**src/design/erq_pkg.sv**
```systemverilog
// shared constants, types and the arctangent table for the angle to quaternion block
// no dependencies
package erq_pkg;

    localparam int CORDIC_STEPS  = 16;
    localparam int OUT_FRAC_BITS = 14;
    localparam int TABLE_LEN     = 24;
    localparam int NSTEPS        = (CORDIC_STEPS < TABLE_LEN) ? CORDIC_STEPS : TABLE_LEN;

    localparam int ANG_W = 15;
    localparam int XY_W  = 33;
    localparam int Z_W   = 34;
    localparam int Q_W   = 16;

    localparam logic signed [XY_W-1:0] KINV_Q30 = XY_W'(652032874);
    localparam logic signed [Z_W-1:0]  DEG90    = Z_W'(1509949440);

    typedef struct packed {
        logic signed [XY_W-1:0] s;
        logic signed [XY_W-1:0] c;
    } t_sincos;

    function automatic logic signed [Z_W-1:0] atan_deg24(input int i);
        logic signed [Z_W-1:0] v;
        case (i)
            0:  v = Z_W'(754974720);
            1:  v = Z_W'(445687602);
            2:  v = Z_W'(235489088);
            3:  v = Z_W'(119537938);
            4:  v = Z_W'(60000934);
            5:  v = Z_W'(30029717);
            6:  v = Z_W'(15018523);
            7:  v = Z_W'(7509720);
            8:  v = Z_W'(3754917);
            9:  v = Z_W'(1877466);
            10: v = Z_W'(938734);
            11: v = Z_W'(469367);
            12: v = Z_W'(234684);
            13: v = Z_W'(117342);
            14: v = Z_W'(58671);
            15: v = Z_W'(29335);
            16: v = Z_W'(14668);
            17: v = Z_W'(7334);
            18: v = Z_W'(3667);
            19: v = Z_W'(1833);
            20: v = Z_W'(917);
            21: v = Z_W'(458);
            22: v = Z_W'(229);
            default: v = Z_W'(115);
        endcase
        return v;
    endfunction

endpackage

```
**src/design/erq_lane.sv**
```systemverilog
// pipelined rotation cordic: half angle sine and cosine in q2.30
// depends on erq_pkg
module erq_lane import erq_pkg::*; (
    input  logic                    i_clk,
    input  logic                    i_en,
    input  logic signed [ANG_W-1:0] i_angle,
    output t_sincos                 o_sc
);

    logic signed [XY_W-1:0] r_x [0:NSTEPS];
    logic signed [XY_W-1:0] r_y [0:NSTEPS];
    logic signed [Z_W-1:0]  r_z [0:NSTEPS];

    logic signed [Z_W-1:0]  z_in;
    logic signed [XY_W-1:0] n_x0, n_y0;
    logic signed [Z_W-1:0]  n_z0;

    // half angle in degrees * 2^24
    assign z_in = {{(Z_W-ANG_W-17){i_angle[ANG_W-1]}}, i_angle, 17'd0};

    always_comb begin
        n_x0 = KINV_Q30;
        n_y0 = '0;
        n_z0 = z_in;
        if (z_in > DEG90) begin
            n_x0 = '0;
            n_y0 = KINV_Q30;
            n_z0 = z_in - DEG90;
        end else if (z_in < -DEG90) begin
            n_x0 = '0;
            n_y0 = -KINV_Q30;
            n_z0 = z_in + DEG90;
        end
    end

    always_ff @(posedge i_clk) begin
        if (i_en) begin
            r_x[0] <= n_x0;
            r_y[0] <= n_y0;
            r_z[0] <= n_z0;
        end
    end

    for (genvar g = 0; g < NSTEPS; g++) begin : g_step
        always_ff @(posedge i_clk) begin
            if (i_en) begin
                if (!r_z[g][Z_W-1]) begin
                    r_x[g+1] <= r_x[g] - (r_y[g] >>> g);
                    r_y[g+1] <= r_y[g] + (r_x[g] >>> g);
                    r_z[g+1] <= r_z[g] - atan_deg24(g);
                end else begin
                    r_x[g+1] <= r_x[g] + (r_y[g] >>> g);
                    r_y[g+1] <= r_y[g] - (r_x[g] >>> g);
                    r_z[g+1] <= r_z[g] + atan_deg24(g);
                end
            end
        end
    end

    assign o_sc.s = r_y[NSTEPS];
    assign o_sc.c = r_x[NSTEPS];

endmodule

```
**config.mk**
```make
export PLATFORM = sky130hd
export DESIGN_NAME = erq_lane
export DESIGN_NICKNAME = d
export VERILOG_FILES = /design/src/design/erq_pkg.sv /design/src/design/erq_lane.sv
export SDC_FILE = /design/constraint.sdc
export NUM_CORES = 2
export LEC_CHECK = 0
export BUFFER_PORTS_ARGS = -buffer_cell sky130_fd_sc_hd__buf_2
export CORE_MARGIN = 8
export CORE_UTILIZATION = 35
export CTS_BUF_LIST = sky130_fd_sc_hd__clkbuf_16
export CTS_CLUSTER_DIAMETER = 30
export DETAILED_ROUTE_END_ITERATION = 8
export PLACE_DENSITY = 0.52
export SYNTH_ARGS = -nofsm -noshare
export SYNTH_HDL_FRONTEND = slang
export SYNTH_SLANG_ARGS = --single-unit
```
**constraint.sdc**
```tcl
create_clock -name i_clk -period 6.2 [get_ports i_clk]
set_input_delay 1.24 -clock i_clk [delete_from_list [all_inputs] [get_ports i_clk]]
set_output_delay 1.24 -clock i_clk [all_outputs]
set_load 0.02 [all_outputs]
```
======== After elaboration in Yosys (flattened, before gate mapping) ========
Memories as Yosys holds them, arrays and structs flattened.
Cells that the tools add are included.
storage, ports and cells
  flip-flop bits (word level) ............. 0
  bits in writable memories ............... 1,700
  bits of input ports ..................... 17
  output and inout bits ................... 66
  logic and storage cells ................. 302
  memories ................................ 3
memories
  memory  words  bits a word  rd ports  clocked after memory_dff  wr ports  line            source
  r_z     17     34           16        0                         17        erq_lane.sv:12  logic signed [Z_W-1:0] r_z [0:NSTEPS];
  r_x     17     33           17        0                         17        erq_lane.sv:10  logic signed [XY_W-1:0] r_x [0:NSTEPS];
  r_y     17     33           17        0                         17        erq_lane.sv:11  logic signed [XY_W-1:0] r_y [0:NSTEPS];
cells by class
  add/sub/neg operators ................... 97
  magnitude comparators ................... 2
  multiplexer cells ....................... 152
  bitwise operators ....................... 48
operator list
  operator          number
  $mux W33          35
  $mux W34          18
  $mux W1           98
  $add A33 B18 Y33  2
  $add A33 B19 Y33  2
  $add A33 B20 Y33  2
  $add A33 B21 Y33  2
  $add A33 B22 Y33  2
  $add A33 B23 Y33  2
  $add A33 B24 Y33  2
  $add A33 B25 Y33  2
  $add A33 B26 Y33  2
  $add A33 B27 Y33  2
  $add A33 B28 Y33  2
  $add A33 B29 Y33  2
  $add A33 B30 Y33  2
  $add A33 B31 Y33  2
  $add A33 B32 Y33  2
  $sub A33 B18 Y33  2
  $sub A33 B19 Y33  2
  $sub A33 B20 Y33  2
  $sub A33 B21 Y33  2
  $sub A33 B22 Y33  2
  $sub A33 B23 Y33  2
  49 further kinds  106

======== Logic depth before layout (Yosys ltp) ========
An unclocked memory read counts as a cell.
  depth after elaboration ................. 5
  depth in mapped cells ................... 21
  gate-level depth less buffers ........... 21

======== Worst setup path after synthesis ========
OpenSTA, ideal clock, no wires.
  path type ............................... input port to flip-flop
  start ................................... input i_en
  end ..................................... memory r_y[6][26] (data pin)
  setup time .............................. 0.265 ns
  arrival ................................. 5.453 ns
  required time ........................... 5.935 ns
  setup slack ............................. 0.482 ns
  stages .................................. 17
  path through ............................ clkbuf_1 nand2_1 inv_1 clkbuf_1 buf_1 mux2i_1 fa_1 a211oi_1 o21ai_0 and4_1 o221a_2 a41o_1 and4_1 a2111oi_4 o21a_1 o21ai_0 xor2_1
RTL lines
  what                line            source
  start: declaration  erq_lane.sv:5   input logic i_en,
  end: declaration    erq_lane.sv:11

==> flow_summary.json <==
{
  "grt_pass1_vias": 97500,
  "synthTopCellsByArea": "edfxtp_1 (35%), ha_1 (14%), xnor2_1 (8.4%)",
  "reg2reg_depth": 19,
  "fin_crit_sh_pct": 89.8,
  "required_ns": 6.84,
  "max-cap-violations": 0,
  "tns_ns": 0,
  "arrival_ns": 6.21,
  "cp-start-kind": "flop",
  "grt.total_usage_pct": 18.1,
  "num_io_pins": 83,
  "antenna_found_initial": 5,
  "drt_pre_antenna_iters": 5,
  "grt_setup_unrepaired": "no",
  "htreeDepth": 5,
  "holdCritPathClass": "flop to flop",
  "setup_viol": 0,
  "fin_crit_ns": 5.57,
  "syn-cell-area_sq_um": 128000,
  "cts_sinks": 1494,
  "avgViaCountPerCell": 5.38,
  "ctsResizeCount": 0,
  "cts_hold_buf": 0,
  "crit_path_start": "r_x[14][15]$_DFFE_PP_",
  "yosysSeqAreaShare_pct": 35.0,
  "ys_seq_elements": 1494,
  "synth-edff-count": 1494,
  "post-cts-setup-buffers": 0,
  "core_area_sq_um": 365000,
  "die_area_sq_um": 385000,
  "drc": 0,
  "cts_tree": "done",
  "routabilityCongestion": 0.911,
  "cts_buffers": 368,
  "synthTopCellsByCount": "edfxtp_1 (1,494), ha_1 (1,441), a21oi_1 (1,412)",
  "hold_viol_final": 0,
  "drt_iter0_drc": 6727,
  "syn_avg_cell_area_sq_um": 9.58,
  "synth.most_common_cell": "edfxtp_1",
  "synth_fp_nets": 14900,
  "synthToLayoutAreaGrowth_pct": 15.3,
  "nets": 15200,
  "grt-ovfl-total": 0,
  "clock_path_buffers": 4,
  "initial_utilization_pct": 35.1,
  "cts.clk_slew.worst_paths_ns": 0.05,
  "yosysWarnings": 0,
  "drt-total-wl_mm": 362,
  "portBuffers": 82,
  "worst_slew_pin_slew_ns": 1.16,
  "grt_pass1_wl_mm": 561,
  "clk_latency_ns": 0.91,
  "slew_viol_final": 0,
  "synthArstFlopShare_pct": 0,
  "dpl-instance-area_sq_um": 135000,
  "grt_max_degree": 143,
  "outcome": "completed",
  "synth_flop_cell": "edfxtp_1",
  "relSlewSlack_pct": 21.9,
  "ys_types": 96,
  "yosys.area.top_type_share_pct": 35.0,
  "timing.critical_path.fanout_max": 5,
  "root_buffer": "clkbuf_16",
  "wire_per_inst_microns": 19.2,
  "r2r_start": "r_x[14][15]$_DFFE_PP_",
  "dp_hpwl_mm": 287,
  "fmax_mhz": 180,
  "synthCells": 13400,
  "postLayoutCellArea_sq_um": 148000,
  "routed-via-count": 101000,
  "ant_nets": 0,
  "hold_start": "r_z[0][20]$_DFFE_PP_",
  "num_rows": 222,
  "critPathCaptureType": "flop",
  "whs_path_depth": 0,
  "die_h_microns": 621,
  "critical_path_class": "flop to flop",
  "drive_gt1_share_pct": 7.44,
  "fillers": 36000,
  "clock_skew_ns": 0.0614,
  "die_x_microns": 621,
  "yosys.area.top_type": "edfxtp_1"
}
metrics by stage:
step,worst slack (ns),cells,utilization (%),hold WS (ns)
floorplan,0.482,13400,-,0.400
CTS,0.673,18800,40.4,0.409
detailed placement,0.308,18200,36.9,0.406
global placement,0.353,18200,36.9,0.405
finish,0.634,18800,40.4,0.417
global route,0.334,18800,40.4,0.422
cells in the final DEF (no fill, tap or decap), types with 47 or more instances in the layout:
master / count
edfxtp_1: 1494
ha_1: 1441
a21oi_1: 1412
xnor2_1: 1225
nor2_1: 955
o21ai_0: 787
nand2_1: 756
a21o_1: 718
xor2_1: 691
inv_1: 507
clkbuf_16: 373
nor3_1: 260
nand3_1: 231
o21a_1: 227
nand2b_1: 193
o21bai_1: 173
a211oi_1: 159
buf_4: 158
o31ai_1: 154
a31oi_1: 153
nor2b_1: 148
and3_1: 122
nand4_1: 112
or3_1: 107
nor4_1: 94
buf_2: 81
or4_1: 58
mux2_2: 55
o211ai_1: 55
o41ai_1: 52
and2_1: 52
bufinv_16: 51
or2_2: 50
clkinvlp_4: 50
clkinv_1: 47
layer usage:
metal  global-route usage (%)  wire [microns]  up-vias
li1                         -               -    51000
met4                     5.68           11600        2
met2                     29.7          164000     1898
met3                     2.24           15100      543
met1                     24.7          171000    47900
met5                    0.177              95        -
path summary, 6_finish.rpt:
path                           end  slack, ns
max          r_y[15][29]$_DFFE_PP_       0.63
min           r_z[1][20]$_DFFE_PP_       0.42
max reg2reg  r_y[15][29]$_DFFE_PP_       0.63
min reg2reg   r_z[1][20]$_DFFE_PP_       0.42
cell type report:
class,instances,area (sq um),area share [%]
multi-input cells,11100,80400,54.5
inverters,489,1840,1.24
diodes,4,10.0,0.00678
clock buffers,373,9330,6.33
flip-flops and latches,1494,44900,30.4
well taps,4816,6030,4.08
clock inverters,304,3370,2.28
repair buffers,247,1750,1.19
sequential cells by signal (all words and copies together), names as in the netlist:
signal and flops:
r_x 522, r_y 528, r_z 444
critical path, stage by stage (launching register included):
cell	delay (ns)
edfxtp_1	0.49
inv_1	0.10
ha_1	0.15
nor3b_1	0.31
inv_1	0.10
or3_1	0.33
or4_1	0.45
nor3_2	0.27
nor2_1	0.09
xnor2_1	0.14
ha_1	0.36
a21o_1	0.22
or4_1	0.40
o221ai_1	0.52
o311ai_1	0.23
a21o_1	0.28
a221o_1	0.35
a21oi_1	0.27
or4b_1	0.16
o211ai_1	0.08
logic make-up (layout without fill, tap and decap cells):
logic type	count (synthesis)	after routing	share of synthesized area (%)
fa+ha+maj	1486	1486	14.8
simple gates	3280	3280	12.5
buf+inv	743	1413	2.18
mux	100	100	0.836
flops	1494	1494	35.0
compound gates	4334	4334	21.5
xor+xnor	1917	1917	13.1
other cells	0	4	0
Power is left out: the tool's default activity adds up to more than one toggle a clock period on the data nets, which glitch-free logic cannot reach.
